File: config.mk
export PLATFORM = sky130hd
export DESIGN_NAME = display_engine_register_block_unit_flat
export DESIGN_NICKNAME = d
export VERILOG_FILES = /design/src/hw/rtl/dreg_pkg.sv /design/src/hw/rtl/dreg_if.sv /design/src/hw/rtl/display_engine_register_block_unit.sv /design/src/flat_wrapper.sv
export SDC_FILE = /design/constraint.sdc
export NUM_CORES = 1
export LEC_CHECK = 0
export BUFFER_PORTS_ARGS = -buffer_cell sky130_fd_sc_hd__buf_2
export CORE_AREA = 5 5 305 158
export CTS_CLUSTER_DIAMETER = 150
export DETAILED_ROUTE_END_ITERATION = 6
export DIE_AREA = 0 0 310 163
export HOLD_SLACK_MARGIN = 0.05
export PLACE_DENSITY = 0.74
export SETUP_SLACK_MARGIN = 0.4
export SLEW_MARGIN = 20
export SYNTH_ARGS = -nofsm -noshare
export SYNTH_HDL_FRONTEND = slang
export SYNTH_SLANG_ARGS = --single-unit
File: constraint.sdc
create_clock -name clk_i -period 11.7 [get_ports clk_i]
set_clock_uncertainty 0.05 [all_clocks]
set_input_delay 1.17 -clock clk_i [delete_from_list [all_inputs] [get_ports clk_i]]
set_output_delay 1.17 -clock clk_i [all_outputs]
set_load 0.01 [all_outputs]
File: src/hw/rtl/dreg_pkg.sv
// Types, constants and address decode functions for the display register block.
package dreg_pkg;

  localparam int unsigned OffW   = 20;
  localparam int unsigned DataW  = 32;
  localparam int unsigned SlotN  = 14;
  localparam int unsigned SlotW  = $clog2(SlotN);
  localparam int unsigned SpanN  = 71;

  localparam logic [DataW-1:0] VersionWord = 32'h0400_0000;
  localparam logic [OffW-1:0]  OffVersion  = 20'h00000;
  localparam logic [OffW-1:0]  OffEnable   = 20'h00050;
  localparam logic [OffW-1:0]  OffStatus   = 20'h00054;
  localparam logic [OffW-1:0]  OffClear    = 20'h00058;
  localparam logic [OffW-1:0]  OffKickA    = 20'h00004;
  localparam logic [OffW-1:0]  OffKickB    = 20'h00010;
  localparam logic [DataW-1:0] BitKickA    = 32'h0000_0001;
  localparam logic [DataW-1:0] BitKickB    = 32'h0000_0004;

  typedef enum logic [1:0] {
    AccOk    = 2'd0,
    AccRdErr = 2'd1,
    AccWrErr = 2'd2
  } acc_status_e;

  typedef enum logic {
    ReqRead  = 1'b0,
    ReqWrite = 1'b1
  } req_type_e;

  typedef struct packed {
    logic             hit;
    logic [SlotW-1:0] idx;
  } slot_hit_t;

  // Readable registers backed by the word memory (enable and status live in flops).
  localparam logic [OffW-1:0] SlotOff [SlotN] = '{
    20'h00018, 20'h00038, 20'h90000, 20'hA0000, 20'h00124, 20'hC0000, 20'h00070,
    20'h00100, 20'h00104, 20'h0020C, 20'h10014, 20'h18014, 20'h10100, 20'h50058
  };

  localparam logic [OffW-1:0] SpanLo [SpanN] = '{
    20'h00028, 20'h00030, 20'h00038, 20'h00048, 20'h00060, 20'h00068, 20'h00070,
    20'h00090, 20'h00094, 20'h00098, 20'h00100, 20'h00104, 20'h00118, 20'h0011C,
    20'h00124, 20'h00200, 20'h00204, 20'h0020C, 20'h00210, 20'h00214, 20'h0021C,
    20'h00220, 20'h10004, 20'h10008, 20'h10014, 20'h18014, 20'h10100, 20'h18000,
    20'h50000, 20'h50010, 20'h50040, 20'h50050, 20'h11004, 20'h21004, 20'h31004,
    20'h41004, 20'h51004, 20'h91004, 20'h24400, 20'h24500, 20'h24580, 20'h24600,
    20'h24680, 20'h28100, 20'h28200, 20'h29000, 20'h34400, 20'h34500, 20'h34580,
    20'h34600, 20'h34680, 20'h38100, 20'h38200, 20'h39000, 20'h90000, 20'h90018,
    20'h90040, 20'h90060, 20'hA0000, 20'hA0018, 20'h93400, 20'h93500, 20'h93580,
    20'h93600, 20'h93680, 20'h94800, 20'h95004, 20'h95010, 20'h95018, 20'hC0000,
    20'hC2000
  };

  localparam logic [OffW-1:0] SpanHi [SpanN] = '{
    20'h00028, 20'h00030, 20'h00038, 20'h00048, 20'h00060, 20'h00068, 20'h00070,
    20'h00090, 20'h00094, 20'h00098, 20'h00100, 20'h00104, 20'h00118, 20'h0011C,
    20'h00124, 20'h00200, 20'h00204, 20'h0020C, 20'h00210, 20'h00214, 20'h0021C,
    20'h00220, 20'h10004, 20'h10010, 20'h10014, 20'h18014, 20'h10100, 20'h18000,
    20'h5000C, 20'h50010, 20'h50040, 20'h50060, 20'h11004, 20'h21004, 20'h31004,
    20'h41004, 20'h51004, 20'h91004, 20'h24420, 20'h24508, 20'h24588, 20'h24614,
    20'h24694, 20'h2810C, 20'h28204, 20'h2AFFC, 20'h34420, 20'h34508, 20'h34588,
    20'h34614, 20'h34694, 20'h3810C, 20'h38204, 20'h3AFFC, 20'h90010, 20'h90020,
    20'h9004C, 20'h90070, 20'hA0010, 20'hA0018, 20'h93420, 20'h93508, 20'h93588,
    20'h93614, 20'h93694, 20'h94FFC, 20'h95008, 20'h95010, 20'h9501C, 20'hC0038,
    20'hC2010
  };

  // Exact offset match against the memory-backed readable registers.
  function automatic slot_hit_t read_slot(input logic [OffW-1:0] off);
    slot_hit_t r;
    r = '0;
    for (int i = 0; i < SlotN; i++) begin
      if (off == SlotOff[i]) begin
        r.hit = 1'b1;
        r.idx = SlotW'(i);
      end
    end
    return r;
  endfunction

  // Word match: unaligned stores land on word off/4.
  function automatic slot_hit_t write_slot(input logic [OffW-1:0] off);
    slot_hit_t r;
    r = '0;
    for (int i = 0; i < SlotN; i++) begin
      if (off[OffW-1:2] == SlotOff[i][OffW-1:2]) begin
        r.hit = 1'b1;
        r.idx = SlotW'(i);
      end
    end
    return r;
  endfunction

  function automatic logic is_writable(input logic [OffW-1:0] off);
    logic w;
    w = 1'b0;
    for (int i = 0; i < SpanN; i++) begin
      if (off >= SpanLo[i] && off <= SpanHi[i]) w = 1'b1;
    end
    return w;
  endfunction

endpackage

File: src/hw/rtl/dreg_if.sv
// Request and response channel interfaces of the display register block.
interface dreg_req_if;
  logic        valid;
  logic        ready;
  logic        req_type;
  logic [19:0] byte_offset;
  logic [31:0] write_data;

  modport source (output valid, req_type, byte_offset, write_data, input ready);
  modport sink   (input valid, req_type, byte_offset, write_data, output ready);
endinterface

interface dreg_rsp_if;
  logic        valid;
  logic        ready;
  logic [31:0] read_data;
  logic        irq_line;
  logic [1:0]  access_status;

  modport source (output valid, read_data, irq_line, access_status, input ready);
  modport sink   (input valid, read_data, irq_line, access_status, output ready);
endinterface

File: src/hw/rtl/display_engine_register_block_unit.sv
// Display engine register block: bus request decode, register memory and interrupt line.
// Each request is a read or write at a byte offset of the 1 MiB window and yields exactly
// one response in the next cycle, held in an output register; a new request is taken every
// cycle as long as that register is empty or being drained, so the block sustains one
// request per clock, set by the single port of the register memory (one read or one write
// per cycle). The readable data registers sit in a 14-word synchronous memory with
// per-word valid bits that reset clears at once, so no clearing pass is needed; words that
// can never be read back are not stored. The interrupt enable and status words are kept in
// flops because every response reports the interrupt line. Offset 0 returns the version
// word. Writes to the clear word drop status bits, the two kick offsets set status bit 0
// or 2, and other writes are stored only inside the writable spans (unaligned ones land on
// offset/4). An unsupported access returns zero data with an error code and changes
// nothing.
module display_engine_register_block_unit (
  input  logic   clk_i,
  input  logic   rst_ni,
  dreg_req_if.sink   req_i,
  dreg_rsp_if.source rsp_o
);
  import dreg_pkg::*;

  // register memory
  logic [DataW-1:0] mem [SlotN];
  logic [DataW-1:0] mem_rdata_q;
  logic [SlotN-1:0] vld_q, vld_d;
  logic             mem_we, mem_re;
  logic [SlotW-1:0] mem_idx;

  // interrupt words
  logic [DataW-1:0] en_q, en_d, st_q, st_d;

  // response register
  logic             out_valid_q, out_valid_d;
  logic [DataW-1:0] rdata_q, rdata_d;
  logic             sel_mem_q, sel_mem_d;
  logic             rd_vld_q;
  logic             irq_q;
  acc_status_e      status_q, status_d;

  logic             acc;
  slot_hit_t        rd_hit, wr_hit;
  logic [OffW-1:0]  off;
  logic [DataW-1:0] wdata;

  assign off   = req_i.byte_offset;
  assign wdata = req_i.write_data;

  // one request in flight at most: output register frees up as it drains
  assign req_i.ready = !out_valid_q || rsp_o.ready;
  assign acc         = req_i.valid && req_i.ready;

  assign rd_hit = read_slot(off);
  assign wr_hit = write_slot(off);

  // decode and state update
  always_comb begin
    en_d      = en_q;
    st_d      = st_q;
    vld_d     = vld_q;
    status_d  = AccOk;
    rdata_d   = '0;
    sel_mem_d = 1'b0;
    mem_we    = 1'b0;
    mem_re    = 1'b0;
    mem_idx   = (req_i.req_type == ReqWrite) ? wr_hit.idx : rd_hit.idx;
    if (acc) begin
      if (req_i.req_type == ReqRead) begin
        if (off == OffVersion) begin
          rdata_d = VersionWord;
        end else if (off == OffEnable) begin
          rdata_d = en_q;
        end else if (off == OffStatus) begin
          rdata_d = st_q;
        end else if (rd_hit.hit) begin
          mem_re    = 1'b1;
          sel_mem_d = 1'b1;
        end else begin
          status_d = AccRdErr;
        end
      end else if (off == OffEnable) begin
        en_d = wdata;
      end else if (off == OffClear) begin
        st_d = st_q & ~wdata;
      end else if (off == OffKickA) begin
        st_d = st_q | BitKickA;
      end else if (off == OffKickB) begin
        st_d = st_q | BitKickB;
      end else if (is_writable(off)) begin
        // stores that no readable word shares are not observable
        if (wr_hit.hit) begin
          mem_we         = 1'b1;
          vld_d[mem_idx] = 1'b1;
        end
      end else begin
        status_d = AccWrErr;
      end
    end
  end

  assign out_valid_d = acc || (out_valid_q && !rsp_o.ready);

  // single-port memory: one read or one write per cycle; a write is visible to the
  // next request's read, so no forwarding is needed
  always_ff @(posedge clk_i) begin
    if (mem_we) begin
      mem[mem_idx] <= wdata;
    end
    if (mem_re) begin
      mem_rdata_q <= mem[mem_idx];
    end
  end

  always_ff @(posedge clk_i) begin
    if (acc) begin
      rdata_q   <= rdata_d;
      sel_mem_q <= sel_mem_d;
      rd_vld_q  <= vld_q[mem_idx];
      status_q  <= status_d;
      irq_q     <= |(st_d & en_d);
    end
  end

  always_ff @(posedge clk_i or negedge rst_ni) begin
    if (!rst_ni) begin
      out_valid_q <= 1'b0;
      en_q        <= '0;
      st_q        <= '0;
      vld_q       <= '0;
    end else begin
      out_valid_q <= out_valid_d;
      en_q        <= en_d;
      st_q        <= st_d;
      vld_q       <= vld_d;
    end
  end

  // response: never-written words read as zero
  assign rsp_o.valid         = out_valid_q;
  assign rsp_o.read_data     = sel_mem_q ? (rd_vld_q ? mem_rdata_q : '0) : rdata_q;
  assign rsp_o.irq_line      = irq_q;
  assign rsp_o.access_status = status_q;

  // assertions
  a_irq_tracks_state: assert property (@(posedge clk_i) disable iff (!rst_ni)
    out_valid_q |-> (irq_q == |(st_q & en_q)))
    else $error("irq_line does not match status and enable");

  a_err_no_data: assert property (@(posedge clk_i) disable iff (!rst_ni)
    (out_valid_q && status_q != AccOk) |-> (rsp_o.read_data == '0))
    else $error("error response carries data");

  a_err_no_update: assert property (@(posedge clk_i) disable iff (!rst_ni)
    (acc && status_d != AccOk) |=> (en_q == $past(en_q) && st_q == $past(st_q)
                                    && vld_q == $past(vld_q)))
    else $error("unsupported access changed state");

  a_no_mem_conflict: assert property (@(posedge clk_i) disable iff (!rst_ni)
    !(mem_we && mem_re))
    else $error("memory read and write in one cycle");

  a_no_overrun: assert property (@(posedge clk_i) disable iff (!rst_ni)
    (out_valid_q && !rsp_o.ready) |-> !acc)
    else $error("request taken while response stalled");

endmodule

File: src/flat_wrapper.sv
// flat-port wrapper written by rule: the top's interface ports become plain ports
module display_engine_register_block_unit_flat import dreg_pkg::*;
  (clk_i, rst_ni, req_i_valid, req_i_req_type, req_i_byte_offset, req_i_write_data, req_i_ready, rsp_o_valid, rsp_o_read_data, rsp_o_irq_line, rsp_o_access_status, rsp_o_ready);
  dreg_req_if req_i_i ();
  dreg_rsp_if rsp_o_i ();
  input  logic clk_i;
  input  logic rst_ni;
  input wire logic [$bits(req_i_i.valid)-1:0] req_i_valid;
  input wire logic [$bits(req_i_i.req_type)-1:0] req_i_req_type;
  input wire logic [$bits(req_i_i.byte_offset)-1:0] req_i_byte_offset;
  input wire logic [$bits(req_i_i.write_data)-1:0] req_i_write_data;
  output wire logic [$bits(req_i_i.ready)-1:0] req_i_ready;
  output wire logic [$bits(rsp_o_i.valid)-1:0] rsp_o_valid;
  output wire logic [$bits(rsp_o_i.read_data)-1:0] rsp_o_read_data;
  output wire logic [$bits(rsp_o_i.irq_line)-1:0] rsp_o_irq_line;
  output wire logic [$bits(rsp_o_i.access_status)-1:0] rsp_o_access_status;
  input wire logic [$bits(rsp_o_i.ready)-1:0] rsp_o_ready;
  assign req_i_i.valid = req_i_valid;
  assign req_i_i.req_type = req_i_req_type;
  assign req_i_i.byte_offset = req_i_byte_offset;
  assign req_i_i.write_data = req_i_write_data;
  assign req_i_ready = req_i_i.ready;
  assign rsp_o_valid = rsp_o_i.valid;
  assign rsp_o_read_data = rsp_o_i.read_data;
  assign rsp_o_irq_line = rsp_o_i.irq_line;
  assign rsp_o_access_status = rsp_o_i.access_status;
  assign rsp_o_i.ready = rsp_o_ready;
  display_engine_register_block_unit u_core (.clk_i(clk_i), .rst_ni(rst_ni), .req_i(req_i_i), .rsp_o(rsp_o_i));
endmodule
# Word-level counts from Yosys, hierarchy flattened
# Memories as Yosys holds them, arrays and structs flattened. A register that Yosys moved wholly into a read port is not among the register bits.
# Cells that the tools add are included.
dict set report word_totals {
  word_cells 428
  ram_bits 448
  n_memories 1
  out_inout_bits 37
  in_bits 57
  regBits 116
}
# memory depth word_bits rd rd_ports_with_merged_regs wr line
set memory_table {}
lappend memory_table {u_core.mem 14 32 1 1 1 display_engine_register_block_unit.sv:23} ;# logic [DataW-1:0] mem [SlotN];
dict set report classes {
  bitwise_logic 8
  n_reduce_logical 82
  muxes 150
  n_eq_ne 33
  order_cmp 144
}
# op n
set op_table {}
lappend op_table {{$ge A20 B18 Y1 const B} 18}
lappend op_table {{$ge A20 B20 Y1 const B} 18}
lappend op_table {{$le A20 B18 Y1 const B} 18}
lappend op_table {{$le A20 B20 Y1 const B} 18}
lappend op_table {{$mux W32} 11}
lappend op_table {{$ge A20 B10 Y1 const B} 7}
lappend op_table {{$ge A20 B17 Y1 const B} 7}
lappend op_table {{$le A20 B10 Y1 const B} 7}
lappend op_table {{$le A20 B17 Y1 const B} 7}
lappend op_table {{$mux W5} 28}
lappend op_table {{$ge A20 B19 Y1 const B} 6}
lappend op_table {{$le A20 B19 Y1 const B} 6}
lappend op_table {{$ge A20 B9 Y1 const B} 5}
lappend op_table {{$le A20 B9 Y1 const B} 5}
lappend op_table {{$mux W1} 96}
lappend op_table {{$eq A20 B7 Y1 const B} 4}
lappend op_table {{$ge A20 B7 Y1 const B} 4}
lappend op_table {{$le A20 B7 Y1 const B} 4}
lappend op_table {{$logic_and A1 B1 Y1} 74}
lappend op_table {{$and A32 B32 Y32} 2}
lappend op_table {{$eq A20 B17 Y1 const B} 3}
lappend op_table {{$eq A20 B20 Y1 const B} 3}
lappend op_table {{$eq A20 B9 Y1 const B} 3}
lappend op_table {{$ge A20 B6 Y1 const B} 3}
lappend op_table {{33 further kinds} 60}

# Longest topological paths before layout
dict set report depth {
  depth_word 88
  mapped_depth 13
  mapped_depth_nobuf 8
}

# Worst setup path after synthesis
# OpenSTA, ideal clock, no wires.
dict set report synth_timing {
  path_kind {input port to flip-flop}
  from {in req_i_byte_offset[16]}
  to {mem u_core.mem[11][0], enable pin}
  slack_ns 5.006
  t_arrival_ns 6.183
  cell_stages 12
  required_time_ns 11.189
  setup_ns 0.461
  cell_sequence {buf_2 -> or4_1 -> buf_2 -> or4_4 -> or4_1 -> and3_1 -> buf_6 -> o21ai_4 -> buf_6 -> buf_6 -> nand2_1 -> nor3_1}
}
dict set report synth_between {
  elab_chain_len 88
  word_cells_on_any_way 359
  classes_between {order compare (142); eq/ne (31); mux (115); reduce/logical (71)}
}
# element line
set synth_lines {}
lappend synth_lines {{from (decl)} flat_wrapper.sv:10} ;# input wire logic [$bits(req_i_i.byte_offset)-1:0] req_i_byte_offset;
lappend synth_lines {{$ge A20 B6 Y1 / $le A20 B6 Y1 (equally long branches)} dreg_pkg.sv:100} ;# if (off >= SpanLo[i] && off <= SpanHi[i]) w = 1'b1;
lappend synth_lines {{$logic_and A1 B1 Y1} dreg_pkg.sv:100}
lappend synth_lines {{$mux W1 (71 in a row)} dreg_pkg.sv:100}
lappend synth_lines {{$mux W1} display_engine_register_block_unit.sv:86} ;# end else if (off == OffKickB) begin
lappend synth_lines {{$mux W1} display_engine_register_block_unit.sv:84} ;# end else if (off == OffKickA) begin
lappend synth_lines {{$mux W1} display_engine_register_block_unit.sv:82} ;# end else if (off == OffClear) begin
lappend synth_lines {{$mux W1} display_engine_register_block_unit.sv:80} ;# end else if (off == OffEnable) begin
lappend synth_lines {{$mux W1} display_engine_register_block_unit.sv:67} ;# if (req_i.req_type == ReqRead) begin
lappend synth_lines {{(+2 left out)} -}
lappend synth_lines {{$mux W1} display_engine_register_block_unit.sv:86}
lappend synth_lines {{$mux W1} display_engine_register_block_unit.sv:84}
lappend synth_lines {{$mux W1} display_engine_register_block_unit.sv:82}
lappend synth_lines {{$mux W1} display_engine_register_block_unit.sv:80}
lappend synth_lines {{$mux W1} display_engine_register_block_unit.sv:67}
lappend synth_lines {{$mux W1} display_engine_register_block_unit.sv:66} ;# if (acc) begin
lappend synth_lines {{$mux W1} display_engine_register_block_unit.sv:105} ;# if (mem_we) begin
lappend synth_lines {{$mux W1 (implied by the code)} display_engine_register_block_unit.sv:106} ;# mem[mem_idx] <= wdata;
lappend synth_lines {{to (decl)} display_engine_register_block_unit.sv:23}
# Parallel ways exist; a longest one is shown, timed or not. The select of a mux whose other input is x is not followed.

# Final worst setup path
dict set report layout_timing {
  from {in req_i_byte_offset[17]}
  to {mem u_core.mem[7][23], enable pin}
}
# The elaborated chain is that of the path after synthesis.

==> results.yml <==
global_route:
  grtUsageTotal: 0.346
  grt-ovfl-total: 0
  grt_max_degree: 74
  top_usage_layer: "met1"
  met3_usage: 0.166
  met1_usage: 0.554
  antenna_found_initial: 1
  grt_pass1_wl_microns: 127000
  use_met2: 0.427
  grt_pass1_vias: 17800
clock_network:
  htreeDepth: 2
  ctsRootBufferMaster: "clkbuf_16"
  cts_made_buffers: 50
  clk_pin_slew_ps: 70
  cts_hold_buffers: 0
  cts_tree: "built"
  clk_latency_ps: 580
  cts-resized-gates: 0
  clockBufferDepth: 3
  cts.sinks: 596
  cts_setup_buffers: 0
layout:
  area_growth_pct: 11.8
  fill_cells: 3277
  regArea_sq_um: 17500
  diodes: 0
  layout.nets: 2088
  multi_input_area_sq_um: 8780
  stdcell_count: 2682
  drive_above_1_share: 0.215
setup_path:
  crit_top_cell: "buf_4"
  critical_path.slowest_cell: "a2111oi_0"
  start_kind: "primary input"
  crit_chain: "buf_2 -> or4_1 -> or4_4 -> a2111oi_0 -> nor4_2 -> o21ai_4 -> buf_4 -> nand2_1 -> nor3_2 -> buf_4"
  cp.required_ps: 11910
  cp_data_arrival_time_ps: 6640
  worst-setup-path-type: "in2reg"
  critPathMaxStageDelay_ps: 870
  crit_fanout: 73
  worst_setup_path_end_kind: "register"
synth:
  synthCells: 1939
  synthTopCellsByArea: "edfxtp_1 58%, dfrtp_1 7.4%, mux2_2 6.4%"
  synth_warnings: 0
  netlist_area_sq_um: 26700
  yosysUniqueCellTypes: 83
  synth_largest_area_cell: "edfxtp_1"
  ys_ff_latch: 596
  ys.flop_type: "edfxtp_1"
  yosysSeqAreaShare: 0.655
  netlist.area_leader.share: 0.581
  async_flop_share: 0.133
  synth_edf_count: 517
  syn_area_per_cell_sq_um: 13.8
routing:
  dr.pass1.iters: 7
  vias_per_cell: 7.06
  wl_per_cell_microns: 33.0
  drt_iter0_drc: 3099
  drtAntennaViolNets: 0
  drcViolationCount: 8
  totalWireLength_microns: 88400
  via_count: 18900
placed_design:
  dp_hpwl_microns: 57600
  dp_cells: 2587
  place.gp.congestion: 1.11
  portBuffers: 93
  dp_slack_ps: 4860
timing:
  max_slew.worst_pin.slew_ps: 1240
  fin_ws_ps: 5270
  fmax_mhz: 155
  fin_hold_ws_ps: 340
  setup_viol: 0
  slew_headroom: 0.172
  finalHoldViolCount: 0
  layout_min_cycle_time_ps: 6430
  grt_setup_unrepaired: "no"
  slew_viol_final: 0
  setup_tns_ps: 0
  min_period_over_period: 0.550
die:
  die_x_microns: 310
  start_util: 0.585
  pin_count: 94
  die_area_sq_um: 50500
  die_h_microns: 163
  core_sq_um: 45700
  fp-row-count: 56
run:
  drv_cap: 0
run_status:
  violations: "DRC"
  status: "complete, but fails checks"
power:
  power.density_nw_per_um2: 145
  leakage_nw: 10.6
  ir_worst_vdd_v: 0.000128
hold_path:
  hold_path.class: "reg2reg"
-- report_power, final --
part           switching, mW  internal, mW
Clock                  0.781         0.954
Combinational          0.203        0.0721
Sequential           0.00472          2.33
Total                  0.988          3.35
-- routing by layer --
layer | part of all wire | routed length, microns | up-vias
met5 | 0.0053 | 469 | -
met4 | 0.015 | 1310 | 10
met3 | 0.16 | 14600 | 130
met2 | 0.38 | 33300 | 1456
met1 | 0.44 | 38700 | 9529
li1 | - | - | 7811
-- worst max-delay path: cells and delay by family --
| family | cells | cell delay [ps] |
|---|---|---|
| AO/OA/AOI/OAI | 2 | 1070 |
| buffers and inverters | 3 | 1500 |
| AND/OR/NAND/NOR | 5 | 2860 |
-- path summary, 6_finish.rpt --
| kind | slack [ps] | to | depth (start not counted) | start |
|---|---|---|---|---|
| setup reg to reg | 7340 | u_core.rsp_o.irq_line$_DFFE_PP_ | 9 | u_core.rsp_o.valid$_DFF_PN0_ |
| setup / recovery | 5270 | u_core.mem[7][23]$_DFFE_PP_ | 10 | req_i_byte_offset[17] |
| max in group asynchronous | 9960 | u_core.en_q[11]$_DFF_PN0_ | 2 | rst_ni |
| hold / removal | 340 | u_core.vld_q[0]$_DFFE_PN0P_ | 0 | u_core.vld_q[0]$_DFFE_PN0P_ |
| min in group asynchronous | 380 | u_core.rsp_o.valid$_DFF_PN0_ | 1 | rst_ni |
| hold reg to reg | 340 | u_core.vld_q[0]$_DFFE_PN0P_ | 0 | u_core.vld_q[0]$_DFFE_PN0P_ |
-- sequential cells by signal (all words and copies together), names as in the netlist, 2 cells and up --
signal and flops:
u_core.en_q 32, u_core.mem 448, u_core.mem_rdata_q 32, u_core.rdata_q 32, u_core.rsp_o.access_status 2, u_core.st_q 32, u_core.vld_q 14
-- Yosys cell counts, drive strengths merged (6+ instances only) --
cell type / count
a2111oi: 11
a211oi: 43
a21boi: 32
a21oi: 23
a222oi: 28
a22o: 6
a22oi: 40
a311o: 26
a31oi: 6
and2: 26
and4: 7
buf: 40
clkbuf: 103
dfrtp: 79
edfxtp: 517
inv: 50
mux2: 152
mux2i: 73
nand2: 153
nand2b: 15
nand3: 25
nand4: 26
nor2: 74
nor2b: 16
nor3: 38
nor3b: 6
nor4: 33
nor4b: 13
nor4bb: 8
o211a: 31
o211ai: 42
o21ai: 56
o31ai: 14
or2: 9
or3: 9
or4: 20
or4b: 7
-- layout by cell type, fill, tap and decap left out, types with 9 or more instances in the layout --
| master | count |
|---|---|
| nand4_1 | 26 |
| and2_1 | 25 |
| buf_4 | 58 |
| o211a_1 | 31 |
| nor3_1 | 28 |
| nand2b_1 | 15 |
| a311o_1 | 26 |
| nand2_1 | 153 |
| clkinv_2 | 11 |
| nor3_2 | 9 |
| o211ai_1 | 42 |
| inv_1 | 49 |
| buf_2 | 93 |
| o21ai_0 | 53 |
| a2111oi_0 | 10 |
| dfrtp_1 | 79 |
| nor4b_1 | 9 |
| a21boi_0 | 31 |
| mux2_2 | 152 |
| or3_1 | 9 |
| or4_1 | 19 |
| nor2_1 | 69 |
| o31ai_1 | 14 |
| nor2b_1 | 16 |
| clkbuf_1 | 9 |
| a22oi_1 | 40 |
| a21oi_1 | 23 |
| mux2i_1 | 73 |
| a211oi_1 | 43 |
| a222oi_1 | 28 |
| clkbuf_16 | 51 |
| conb_1 | 32 |
| edfxtp_1 | 517 |
| nor4_1 | 23 |
| nand3_1 | 25 |
-- final cells by class --
type                            instances  share of cell area
Timing Repair Buffer                  152              0.0311
Multi-Input combinational cell       1180               0.294
Clock inverter                         29              0.0106
Inverter                               51             0.00641
Tap cell                              609              0.0255
Sequential cell                       596               0.586
Clock buffer                           65              0.0462
-- per-stage QoR --
step                 util  power [mW]  instance area [sq um]
finish              0.654        4.34                  29900
global route        0.654        4.47                  29900
CTS                 0.653        4.34                  29800
detailed placement  0.615        2.64                  28100
global placement    0.615        2.63                  28100
floorplan               -        2.51                  26800
-- cells by family after synthesis --
| logic type | after synthesis | synth area share |
|---|---|---|
| and+or+nand+nor | 499 | 0.0995 |
| AOI/OAI and AO/OA | 423 | 0.123 |
| other | 1 | 0.000140 |
| xor gates and xnor gates | 1 | 0.000328 |
| DFF | 596 | 0.655 |
| muxes | 225 | 0.0914 |
| buffers and inverters | 194 | 0.0301 |
Power figures use the tool's default switching activity.
